File: config.mk
export PLATFORM = sky130hd
export DESIGN_NAME = software_timer_scheduler_top
export DESIGN_NICKNAME = d
export VERILOG_FILES = /design/src/rtl/core/sts_pkg.sv /design/src/rtl/core/software_timer_scheduler_top.sv /design/src/rtl/core/sts_alu.sv /design/src/rtl/core/sts_table.sv
export SDC_FILE = /design/constraint.sdc
export NUM_CORES = 1
export LEC_CHECK = 0
export ABC_AREA = 1
export BUFFER_PORTS_ARGS = -buffer_cell sky130_fd_sc_hd__buf_2
export CORE_UTILIZATION = 37
export CTS_BUF_LIST = sky130_fd_sc_hd__clkbuf_4 sky130_fd_sc_hd__clkbuf_8 sky130_fd_sc_hd__clkbuf_16
export CTS_CLUSTER_SIZE = 24
export DETAILED_ROUTE_END_ITERATION = 6
export GPL_ROUTABILITY_DRIVEN = 0
export GPL_TIMING_DRIVEN = 0
export PLACE_DENSITY = 0.5
export SYNTH_ARGS = -nofsm -noshare
export SYNTH_HDL_FRONTEND = slang
export SYNTH_SLANG_ARGS = --single-unit
export TNS_END_PERCENT = 10
File: constraint.sdc
create_clock -name clk_i -period 20.5 [get_ports clk_i]
set_clock_uncertainty 0.1 [all_clocks]
set_input_delay 5.125 -clock clk_i [delete_from_list [all_inputs] [get_ports clk_i]]
set_output_delay 5.125 -clock clk_i [all_outputs]
set_load 0.05 [all_outputs]
File: src/rtl/core/sts_pkg.sv
// Shared types and constants of the software timer scheduler.
`default_nettype none

package sts_pkg;

  // Field widths of the stream payloads
  localparam int IdW     = 4;
  localparam int TimeW   = 32;
  localparam int StatusW = 2;
  localparam int InDataW  = 72;
  localparam int OutDataW = 40;

  // Result status codes
  localparam logic [StatusW-1:0] StFired = 2'd0;
  localparam logic [StatusW-1:0] StAdded = 2'd1;
  localparam logic [StatusW-1:0] StIdle  = 2'd2;

  // Input kinds carried in tuser
  localparam logic OpTick = 1'b0;
  localparam logic OpAdd  = 1'b1;

  // One timer table entry
  typedef struct packed {
    logic [TimeW-1:0] due;
    logic [TimeW-1:0] reload;
    logic             cyclic;
  } entry_t;

  // Shared arithmetic unit operations
  typedef enum logic {
    ALU_ADD,
    ALU_SUB
  } alu_op_e;

  // Sequencer states
  typedef enum logic [2:0] {
    ST_IDLE,
    ST_ADD_RSP,
    ST_MARK,
    ST_SEL,
    ST_FIRE
  } state_e;

endpackage

`default_nettype wire

File: src/rtl/core/software_timer_scheduler_top.sv
// Software timer scheduler: sequencer, timer table and shared arithmetic unit.
//
// Channel   Dir  Signals                      Content
// s_axis    in   tvalid tready tdata tuser    add timer or tick transaction
// m_axis    out  tvalid tready tdata tlast    one result per fired timer, or one status
//
// A tick makes one table pass that marks due slots, and one pass per fired timer
// that picks the earliest (one pass when nothing is due), all through the single
// table read port and the shared adder. Reset clears the tick count, valid bits
// and control; the table itself is not cleared. A stalled result holds in the
// output register and the sequencer waits for it.
`default_nettype none

module software_timer_scheduler_top #(
  parameter int NUM_TIMERS = 16
) (
  input  logic                           clk_i,
  input  logic                           rst_ni,
  input  logic                           s_axis_tvalid_i,
  output logic                           s_axis_tready_o,
  // [3:0] timer_id, [35:4] first_due, [67:36] period_ticks, [68] repeat_mode
  input  logic [sts_pkg::InDataW-1:0]    s_axis_tdata_i,
  // [0] opcode
  input  logic                           s_axis_tuser_i,
  output logic                           m_axis_tvalid_o,
  input  logic                           m_axis_tready_i,
  // [1:0] status, [5:2] fired_id, [37:6] tick_now
  output logic [sts_pkg::OutDataW-1:0]   m_axis_tdata_o,
  output logic                           m_axis_tlast_o
);

  localparam int IdxW = (NUM_TIMERS > 1) ? $clog2(NUM_TIMERS) : 1;
  localparam int CntW = $clog2(NUM_TIMERS + 1);
  localparam logic [CntW-1:0] CntEnd = CntW'(NUM_TIMERS);

  // Input field unpacking
  logic [sts_pkg::IdW-1:0]   in_id;
  logic [sts_pkg::TimeW-1:0] in_first;
  logic [sts_pkg::TimeW-1:0] in_period;
  logic                      in_mode;

  assign in_id     = s_axis_tdata_i[3:0];
  assign in_first  = s_axis_tdata_i[35:4];
  assign in_period = s_axis_tdata_i[67:36];
  assign in_mode   = s_axis_tdata_i[68];

  // State
  sts_pkg::state_e           state_q, state_d;
  logic [sts_pkg::TimeW-1:0] tick_q, tick_d;
  logic [NUM_TIMERS-1:0]     valid_q, valid_d;
  logic [NUM_TIMERS-1:0]     pend_q, pend_d;
  logic [CntW-1:0]           cnt_q, cnt_d;
  logic                      lag_vld_q, lag_vld_d;
  logic [IdxW-1:0]           lag_idx_q, lag_idx_d;
  logic                      found_q, found_d;
  logic [IdxW-1:0]           best_idx_q, best_idx_d;
  sts_pkg::entry_t           best_q, best_d;

  // Output register
  logic                       out_vld_q, out_vld_d;
  logic [sts_pkg::StatusW-1:0] out_status_q, out_status_d;
  logic [sts_pkg::IdW-1:0]    out_id_q, out_id_d;
  logic [sts_pkg::TimeW-1:0]  out_tick_q, out_tick_d;
  logic                       out_last_q, out_last_d;
  logic                       out_free;

  // Shared unit and table ports
  sts_pkg::alu_op_e          alu_op;
  logic [sts_pkg::TimeW-1:0] alu_a, alu_b, alu_res;
  logic                      alu_lt;
  logic                      wr_en;
  logic [IdxW-1:0]           wr_idx;
  sts_pkg::entry_t           wr_data;
  sts_pkg::entry_t           rd_data;
  logic [NUM_TIMERS-1:0]     pend_rest;

  assign out_free = ~out_vld_q | m_axis_tready_i;

  sts_alu u_alu (
    .op_i  (alu_op),
    .a_i   (alu_a),
    .b_i   (alu_b),
    .res_o (alu_res),
    .lt_o  (alu_lt)
  );

  sts_table #(
    .Depth (NUM_TIMERS),
    .IdxW  (IdxW)
  ) u_table (
    .clk_i     (clk_i),
    .wr_en_i   (wr_en),
    .wr_idx_i  (wr_idx),
    .wr_data_i (wr_data),
    .rd_idx_i  (cnt_q[IdxW-1:0]),
    .rd_data_o (rd_data)
  );

  // Pending set once the chosen timer is taken out
  always_comb begin
    pend_rest             = pend_q;
    pend_rest[best_idx_q] = 1'b0;
  end

  // Sequencer: next state, unit operands, table writes, results
  always_comb begin
    state_d      = state_q;
    tick_d       = tick_q;
    valid_d      = valid_q;
    pend_d       = pend_q;
    cnt_d        = cnt_q;
    lag_vld_d    = 1'b0;
    lag_idx_d    = cnt_q[IdxW-1:0];
    found_d      = found_q;
    best_idx_d   = best_idx_q;
    best_d       = best_q;
    alu_op       = sts_pkg::ALU_ADD;
    alu_a        = tick_q;
    alu_b        = {{(sts_pkg::TimeW-1){1'b0}}, 1'b1};
    wr_en        = 1'b0;
    wr_idx       = best_idx_q;
    wr_data      = best_q;
    out_vld_d    = out_vld_q & ~m_axis_tready_i;
    out_status_d = out_status_q;
    out_id_d     = out_id_q;
    out_tick_d   = out_tick_q;
    out_last_d   = out_last_q;
    s_axis_tready_o = 1'b0;

    case (state_q)
      sts_pkg::ST_IDLE: begin
        s_axis_tready_o = 1'b1;
        if (s_axis_tvalid_i) begin
          if (s_axis_tuser_i == sts_pkg::OpAdd) begin
            // Ids past the table are acknowledged but not stored
            if (32'(in_id) < 32'(NUM_TIMERS)) begin
              wr_en          = 1'b1;
              wr_idx         = IdxW'(in_id);
              wr_data.due    = in_first;
              wr_data.reload = in_period;
              wr_data.cyclic = in_mode;
              valid_d[IdxW'(in_id)] = 1'b1;
            end
            state_d = sts_pkg::ST_ADD_RSP;
          end else begin
            tick_d  = alu_res;
            cnt_d   = '0;
            state_d = sts_pkg::ST_MARK;
          end
        end
      end

      sts_pkg::ST_ADD_RSP: begin
        if (out_free) begin
          out_vld_d    = 1'b1;
          out_status_d = sts_pkg::StAdded;
          out_id_d     = '0;
          out_tick_d   = tick_q;
          out_last_d   = 1'b1;
          state_d      = sts_pkg::ST_IDLE;
        end
      end

      // Pass over the table: flag every valid slot due at the new count
      sts_pkg::ST_MARK: begin
        if (cnt_q != CntEnd) begin
          lag_vld_d = 1'b1;
          cnt_d     = cnt_q + 1'b1;
        end
        if (lag_vld_q) begin
          alu_op = sts_pkg::ALU_SUB;
          alu_a  = tick_q;
          alu_b  = rd_data.due;
          pend_d[lag_idx_q] = valid_q[lag_idx_q] & ~alu_lt;
        end
        if (cnt_q == CntEnd) begin
          cnt_d   = '0;
          found_d = 1'b0;
          state_d = sts_pkg::ST_SEL;
        end
      end

      // Pass over the table: earliest pending due time, lower id on ties
      sts_pkg::ST_SEL: begin
        if (cnt_q != CntEnd) begin
          lag_vld_d = 1'b1;
          cnt_d     = cnt_q + 1'b1;
        end
        if (lag_vld_q && pend_q[lag_idx_q]) begin
          alu_op = sts_pkg::ALU_SUB;
          alu_a  = rd_data.due;
          alu_b  = best_q.due;
          if (!found_q || alu_lt) begin
            best_d     = rd_data;
            best_idx_d = lag_idx_q;
            found_d    = 1'b1;
          end
        end
        if (cnt_q == CntEnd) begin
          state_d = sts_pkg::ST_FIRE;
        end
      end

      // Emit the chosen timer and re-arm or free it, or the idle status when none is due
      sts_pkg::ST_FIRE: begin
        if (out_free) begin
          out_vld_d  = 1'b1;
          out_tick_d = tick_q;
          if (!found_q) begin
            out_status_d = sts_pkg::StIdle;
            out_id_d     = '0;
            out_last_d   = 1'b1;
            state_d      = sts_pkg::ST_IDLE;
          end else begin
            out_status_d = sts_pkg::StFired;
            out_id_d     = sts_pkg::IdW'(best_idx_q);
            out_last_d   = ~|pend_rest;
            pend_d       = pend_rest;
            if (best_q.cyclic) begin
              alu_op      = sts_pkg::ALU_ADD;
              alu_a       = best_q.due;
              alu_b       = best_q.reload;
              wr_en       = 1'b1;
              wr_data.due = alu_res;
            end else begin
              valid_d[best_idx_q] = 1'b0;
            end
            cnt_d   = '0;
            found_d = 1'b0;
            state_d = (~|pend_rest) ? sts_pkg::ST_IDLE : sts_pkg::ST_SEL;
          end
        end
      end

      default: begin
        state_d = sts_pkg::ST_IDLE;
      end
    endcase
  end

  // Control registers
  always_ff @(posedge clk_i or negedge rst_ni) begin
    if (!rst_ni) begin
      state_q   <= sts_pkg::ST_IDLE;
      tick_q    <= '0;
      valid_q   <= '0;
      pend_q    <= '0;
      cnt_q     <= '0;
      lag_vld_q <= 1'b0;
      found_q   <= 1'b0;
      out_vld_q <= 1'b0;
    end else begin
      state_q   <= state_d;
      tick_q    <= tick_d;
      valid_q   <= valid_d;
      pend_q    <= pend_d;
      cnt_q     <= cnt_d;
      lag_vld_q <= lag_vld_d;
      found_q   <= found_d;
      out_vld_q <= out_vld_d;
    end
  end

  // Payload registers
  always_ff @(posedge clk_i) begin
    lag_idx_q    <= lag_idx_d;
    best_idx_q   <= best_idx_d;
    best_q       <= best_d;
    out_status_q <= out_status_d;
    out_id_q     <= out_id_d;
    out_tick_q   <= out_tick_d;
    out_last_q   <= out_last_d;
  end

  assign m_axis_tvalid_o = out_vld_q;
  assign m_axis_tdata_o  = {2'b00, out_tick_q, out_id_q, out_status_q};
  assign m_axis_tlast_o  = out_last_q;

endmodule

`default_nettype wire

File: src/rtl/core/sts_alu.sv
// Shared 32-bit add / subtract-compare unit.
`default_nettype none

module sts_alu (
  input  sts_pkg::alu_op_e              op_i,
  input  logic [sts_pkg::TimeW-1:0]     a_i,
  input  logic [sts_pkg::TimeW-1:0]     b_i,
  output logic [sts_pkg::TimeW-1:0]     res_o,
  output logic                          lt_o
);

  logic [sts_pkg::TimeW-1:0] b_op;
  logic                      cin;
  logic [sts_pkg::TimeW:0]   sum;

  // Subtract is a plus inverted b plus one; carry out clear means a < b
  assign b_op  = (op_i == sts_pkg::ALU_SUB) ? ~b_i : b_i;
  assign cin   = (op_i == sts_pkg::ALU_SUB);
  assign sum   = {1'b0, a_i} + {1'b0, b_op} + {{sts_pkg::TimeW{1'b0}}, cin};
  assign res_o = sum[sts_pkg::TimeW-1:0];
  assign lt_o  = ~sum[sts_pkg::TimeW];

endmodule

`default_nettype wire

File: src/rtl/core/sts_table.sv
// Timer table memory: one write port, one registered read port.
`default_nettype none

module sts_table #(
  parameter int Depth = 16,
  parameter int IdxW  = 4
) (
  input  logic                clk_i,
  input  logic                wr_en_i,
  input  logic [IdxW-1:0]     wr_idx_i,
  input  sts_pkg::entry_t     wr_data_i,
  input  logic [IdxW-1:0]     rd_idx_i,
  output sts_pkg::entry_t     rd_data_o
);

  sts_pkg::entry_t mem [Depth];
  sts_pkg::entry_t rd_q;

  // Write and registered read
  always_ff @(posedge clk_i) begin
    if (wr_en_i) begin
      mem[wr_idx_i] <= wr_data_i;
    end
    rd_q <= mem[rd_idx_i];
  end

  assign rd_data_o = rd_q;

endmodule

`default_nettype wire

# ---- Word-level counts from Yosys, hierarchy flattened
# Memory sizes are Yosys's and may differ from the RTL's. A register that Yosys moved wholly into a read port is not among the register bits.
# Cells that the tools add are included.
dict set report totals {
  register_bits 187
  mem_bits_rw 1040
  out_inout_bits 43
  elab_cells 174
  mem_bits_ro 0
  input_bits 77
  memories 1
  latchBits 0
}
dict set report classes {
  magnitude_cmp 6
  bitwise_logic 12
  eq_ne 18
  div 0
  shift 0
  n_reduce_logical 25
  muxes 92
  n_mul 0
  n_addsub 3
}
# name words word_bits read_ports rd_ports_with_merged_regs wr line
set mem_list {}
lappend mem_list {u_table.mem 16 65 1 1 1 sts_table.sv:16} ;# sts_pkg::entry_t mem [Depth];
# cell count
set ops {}
lappend ops {{$mux W32} 13}
lappend ops {{$mux W65} 2}
lappend ops {{$mux W16} 8}
lappend ops {{$pmux W32 S2} 2}
lappend ops {{$pmux W32 S3} 1}
lappend ops {{$pmux W16 S2} 2}
lappend ops {{$add A32 B32 Y33} 1}
lappend ops {{$add A33 B1 Y33} 1}
lappend ops {{$mux W33} 1}
lappend ops {{$and A16 B16 Y16} 2}
lappend ops {{$not A32 Y32} 1}
lappend ops {{$mux W5} 6}
lappend ops {{$mux W1} 26}
lappend ops {{$mux W4} 6}
lappend ops {{$ne A2 B2 Y1 const B} 12}
lappend ops {{$pmux W5 S4} 1}
lappend ops {{$bwmux W16} 1}
lappend ops {{$not A16 Y16} 1}
lappend ops {{$or A16 B16 Y16} 1}
lappend ops {{$reduce_or A16 Y1} 1}
lappend ops {{$lt A4 B5 Y1 const B} 3}
lappend ops {{$mux W3} 5}
lappend ops {{$pmux W3 S5} 1}
lappend ops {{$reduce_and A5 Y1} 3}
lappend ops {{other kinds (29)} 55}

# ---- Longest topological paths before layout
dict set report logic_depth {
  ltp_word 14
  depth_mapped 31
  ltp_nobuf 30
}

# ---- By module
# From an unflattened synthesis, not the netlist that was laid out.
dict set report unflattened {
  cells_unflattened 6091
  hier_area_um2 59086.7
}
# mod seq_area_each_um2 cells_each area_per_inst_um2 instances
set modules_own_cells {}
lappend modules_own_cells {sts_table 32531.2 4276 46088.0 1}
lappend modules_own_cells {software_timer_scheduler_top 5200.0 1327 10420.0 1}
lappend modules_own_cells {sts_alu 0.0 488 2578.7 1}

# ---- Worst setup path before layout
# OpenSTA, ideal clock, no wires.
dict set report synth_path {
  path_kind {input port to flip-flop}
  startpoint {in m_axis_tready_i}
  endpoint {reg best_idx_q[0] (enable)}
  required_ns 19.881
  cell_stages 21
  arrival_time_ns 10.930
  setup_time_ns 0.519
  slack_ns 8.951
  n_path_buf 1
  path_cell_list {nor2_2 nor2_4 inv_2 nor2_1 clkbuf_1 a21oi_1 a21oi_1 a21oi_1 nand2_1 ha_1 a21oi_1 o21ai_2 nand2_1 nand2_1 a21boi_2 o21ai_2 a21boi_2 o21ai_2 nand2_1 o211ai_2 a21oi_1}
}
dict set report synth_via {
  elab_chain_len 10
  elab_cells_between_ends 12
  cone_classes {add/sub: 2; mux: 5; bitwise: 3; reduce/logical: 2}
}
# item line
set synth_lines {}
lappend synth_lines {{from (decl)} software_timer_scheduler_top.sv:26} ;# input logic m_axis_tready_i,
lappend synth_lines {{$or A1 B1 Y1 (*)} software_timer_scheduler_top.sv:77} ;# assign out_free = ~out_vld_q | m_axis_tready_i;
lappend synth_lines {{$mux W32} software_timer_scheduler_top.sv:206} ;# if (out_free) begin
lappend synth_lines {{$pmux W32 S3} software_timer_scheduler_top.sv:130} ;# case (state_q)
lappend synth_lines {{$not A32 Y32} sts_alu.sv:17} ;# assign b_op = (op_i == sts_pkg::ALU_SUB) ? ~b_i : b_i;
lappend synth_lines {{$mux W32} sts_alu.sv:17}
lappend synth_lines {{$add A32 B32 Y33 (*)} sts_alu.sv:19} ;# assign sum = {1'b0, a_i} + {1'b0, b_op} + {{sts_pkg::TimeW{1'b0}}, cin};
lappend synth_lines {{$add A33 B1 Y33 (*)} sts_alu.sv:19}
lappend synth_lines {{$not A1 Y1 (*)} sts_alu.sv:21} ;# assign lt_o = ~sum[sts_pkg::TimeW];
lappend synth_lines {{$logic_or A1 B1 Y1 (*)} software_timer_scheduler_top.sv:193} ;# if (!found_q || alu_lt) begin
lappend synth_lines {{$reduce_and A3 Y1 (no line) (*)} n/a}
lappend synth_lines {{to (signal assigned)} software_timer_scheduler_top.sv:267} ;# best_idx_q <= best_idx_d;
lappend synth_lines {{to (decl)} software_timer_scheduler_top.sv:56} ;# logic [IdxW-1:0] best_idx_q, best_idx_d;
# Every way passes the cells marked *; elsewhere a longest branch is shown, timed or not.
# A chain may end at the register's enable or synchronous reset.

==> flow_summary.toml <==
[outcome]
status = "complete, but fails checks"
failed_checks = "max-capacitance violations"

[floorplan]
core_area_um2 = 142000
num_io_pins = 120
die_h_um = 382
rows = 138
die_w_um = 382
die_area_um2 = 146000
start_util_pct = 37.5

[sta]
max_clock_freq_mhz = 101
slew_violations = 0
setup_viol_count_final = 0
rsz0062_at_grt = "false"
min_period_over_period_pct = 48.3
setup-tns-final_ps = 0
layout_min_cycle_time_ps = 9900
max_slew_margin_pct = 0.542
hold_violations = 0
tightest_slew_ps = 1490

[clock_network]
cts-resized-gates = 0
cts_tree = "done"
hold_buffers = 0
h-tree-depth = 4
cts_buffer_depth = 3
numCtsBuffers = 142
clk_latency_ps = 800
cts_setup_buffers = 0
cts_root_buf = "clkbuf_16"
path_clk_slew_ps = 60
cts.sinks = 1292

[pwr]
vdd_drop_max_mv = 0.0834
power.share.switching_pct = 40.9
power_density_nw_per_um2 = 157
finalPower_mw = 9.80
clkPwrFrac_pct = 26.3
p_sw_mw = 4.01
p_int_mw = 5.79
seqPwrFrac_pct = 36.3
pwr-share-comb_pct = 37.4
p_leak_nw = 21.2

[drt]
vias_per_cell = 5.50
drtPass1Iterations = 6
drtIter0Drc = 4158
ant_nets = 0
drc = 0
routedWlPerCell_um = 26.2
vias = 38000
postRouteWirelength_um = 181000

[logic_synthesis]
synth_top_cell_area_share_pct = 64.7
synthFlopType = "edfxtp_1"
yosys_warnings = 0
synthTopCellsByCount = "edfxtp_1 (1148), nand2_1 (726), nor2_1 (694)"
avgSynthCellArea_um2 = 11.6
syn_area_um2 = 53300
yosysMostFrequentCell = "edfxtp_1"
synth.distinct_cells = 56
synth_top_area_cell = "edfxtp_1"
synth_edf_count = 1148
ys_top_cells_by_area = "edfxtp_1 (65%), o21ai_0 (6.3%), nand2_1 (5.1%)"
postSynthCellCount = 4587
synthArstFlopShare_pct = 5.80
ys_seq_area_share_pct = 70.8
synth-seq-cells = 1292

[worst_setup_path]
worst_r2r_path_depth = 28
slowest_delay_ps = 530
crit_end = "u_table.mem[7][59]"
worstSetupStartpointType = "input pin"
critPathBufInv = 3
startpoint = "m_axis_tready_i"
crit_family = "compound AO/OA/AOI/OAI gates"
crit_fanout = 16
cp.arrival_ps = 10090
cp_slowest_cell = "nor2_2"
worstPathRequired_ps = 20700
path_class = "input pin to flop"
crit_cells = 25
r2r_start = "lag_idx_q[0]"
rrSetupSlack_ps = 14360
r2r-end = "u_table.mem[7][59]"
end_kind = "flop"

[grt]
grt_pass1_wl_um = 260000
grt_overflow = 0
grt_pass1_vias = 36000
grt_usage_pct = 24.7
grt_max_degree = 59
antenna_found_initial = 9

[worst_hold_path]
hold_class = "flop to flop"

[placement]
dp_hpwl_um = 129000
numPortBuffers = 114
placed_cells = 6647

[finish]
syn_to_final_growth_pct = 16.8
drive_gt1_share_pct = 10.1
final_cells = 6917
fill_cells = 13300
multi_input_area_um2 = 14100
finalNetCount = 5018
seq_area_um2 = 37700

[run]
drv_cap = 1
## layout by cell type, fill, tap and decap left out, types with 63 or more instances in the layout
| master | count |
|---|---|
| a21oi_1 | 117 |
| buf_2 | 121 |
| clkbuf_1 | 240 |
| clkbuf_16 | 142 |
| dfrtp_1 | 75 |
| dfxtp_1 | 69 |
| edfxtp_1 | 1148 |
| inv_1 | 135 |
| nand2_1 | 726 |
| nand3_1 | 63 |
| nand4_1 | 70 |
| nor2_1 | 676 |
| o21ai_0 | 675 |
| o22ai_1 | 273 |
## sequential cells by signal, indices dropped and copies added (netlist names), 2 cells and up
| register | flops |
|---|---|
| u_table.mem | 1040 |
| best_q | 65 |
| u_table.rd_data_o | 65 |
| out_tick_q | 32 |
| tick_q | 32 |
| pend_q | 16 |
| valid_q | 16 |
| cnt_q | 5 |
| best_idx_q | 4 |
| lag_idx_q | 4 |
| out_id_q | 4 |
| state_q | 3 |
| out_status_q | 2 |
## worst reg2reg max path, delay by kind of cell, from the launching register on
family | cells | cell delay (ps)
buf+inv | 3 | 1070
flops | 1 | 420
compound gates | 10 | 1800
simple gates | 13 | 1600
fa+ha+maj | 1 | 320
xor+xnor | 1 | 310
## how the worst min path moves through the flow
stage,start,slack [ps],cells after the start,to
after global placement,u_table.rd_data_o[8],290,0,best_q[8]
after floorplan,cnt_q[0],270,0,lag_idx_q[0]
after global routing,u_table.rd_data_o[4],290,0,best_q[4]
after detailed placement,u_table.rd_data_o[16],290,0,best_q[16]
final,u_table.rd_data_o[15],280,0,best_q[15]
after CTS,u_table.rd_data_o[4],290,0,best_q[4]
## through the flow
stage                     area, µm²  utilization (%)  hold slack [ps]  worst slack (ps)
final                         62300             43.8              284             10600
after global routing          62300             43.8              292             10340
after CTS                     62200             43.7              289             10780
after detailed placement      57500             40.4              289              9950
after global placement        56300             39.5              286              4470
after floorplan               53300                -              268              8950
## final cells by class
class	count	share of cell area (%)
Sequential cell	1292	60.6
Timing Repair Buffer	174	2.69
Clock buffer	197	6.55
Clock inverter	66	1.06
Buffer	273	1.71
Tap cell	1890	3.80
Multi-Input combinational cell	2874	22.7
Inverter	149	0.898
Antenna cell	2	0.00804
## layer usage
| metal | track usage (%) | share of wire, % | vias up |
|---|---|---|---|
| met2 | 38.6 | 45 | 1514 |
| li1 | - | - | 17300 |
| met4 | 8.49 | 3.3 | 0 |
| met5 | 0 | 0 | - |
| met3 | 3.54 | 7.0 | 298 |
| met1 | 35.0 | 44 | 18900 |
## cells by family after synthesis
| family | count (synthesis) | share of synthesized area, % |
|---|---|---|
| other | 1 | 0.00703 |
| DFF | 1292 | 70.8 |
| buffers and inverters | 422 | 3.05 |
| AOI/OAI and AO/OA | 1204 | 12.7 |
| xor gates and xnor gates | 26 | 0.441 |
| adders and majority gates | 35 | 0.835 |
| and+or+nand+nor | 1607 | 12.2 |
## power by group through the flow
| stage | sequential [mW] | combinational, mW | clock (mW) |
|---|---|---|---|
| 2_1_floorplan | 3.56 | 2.10 | 0 |
| 3_3_place_gp | 3.62 | 3.55 | 0 |
| 3_5_place_dp | 3.60 | 3.61 | 0 |
| 4_1_cts | 3.55 | 3.62 | 2.61 |
| 5_1_grt | 3.57 | 3.96 | 2.71 |
| 6_report | 3.55 | 3.67 | 2.58 |
Note: power is estimated with default switching activity, not from simulation.
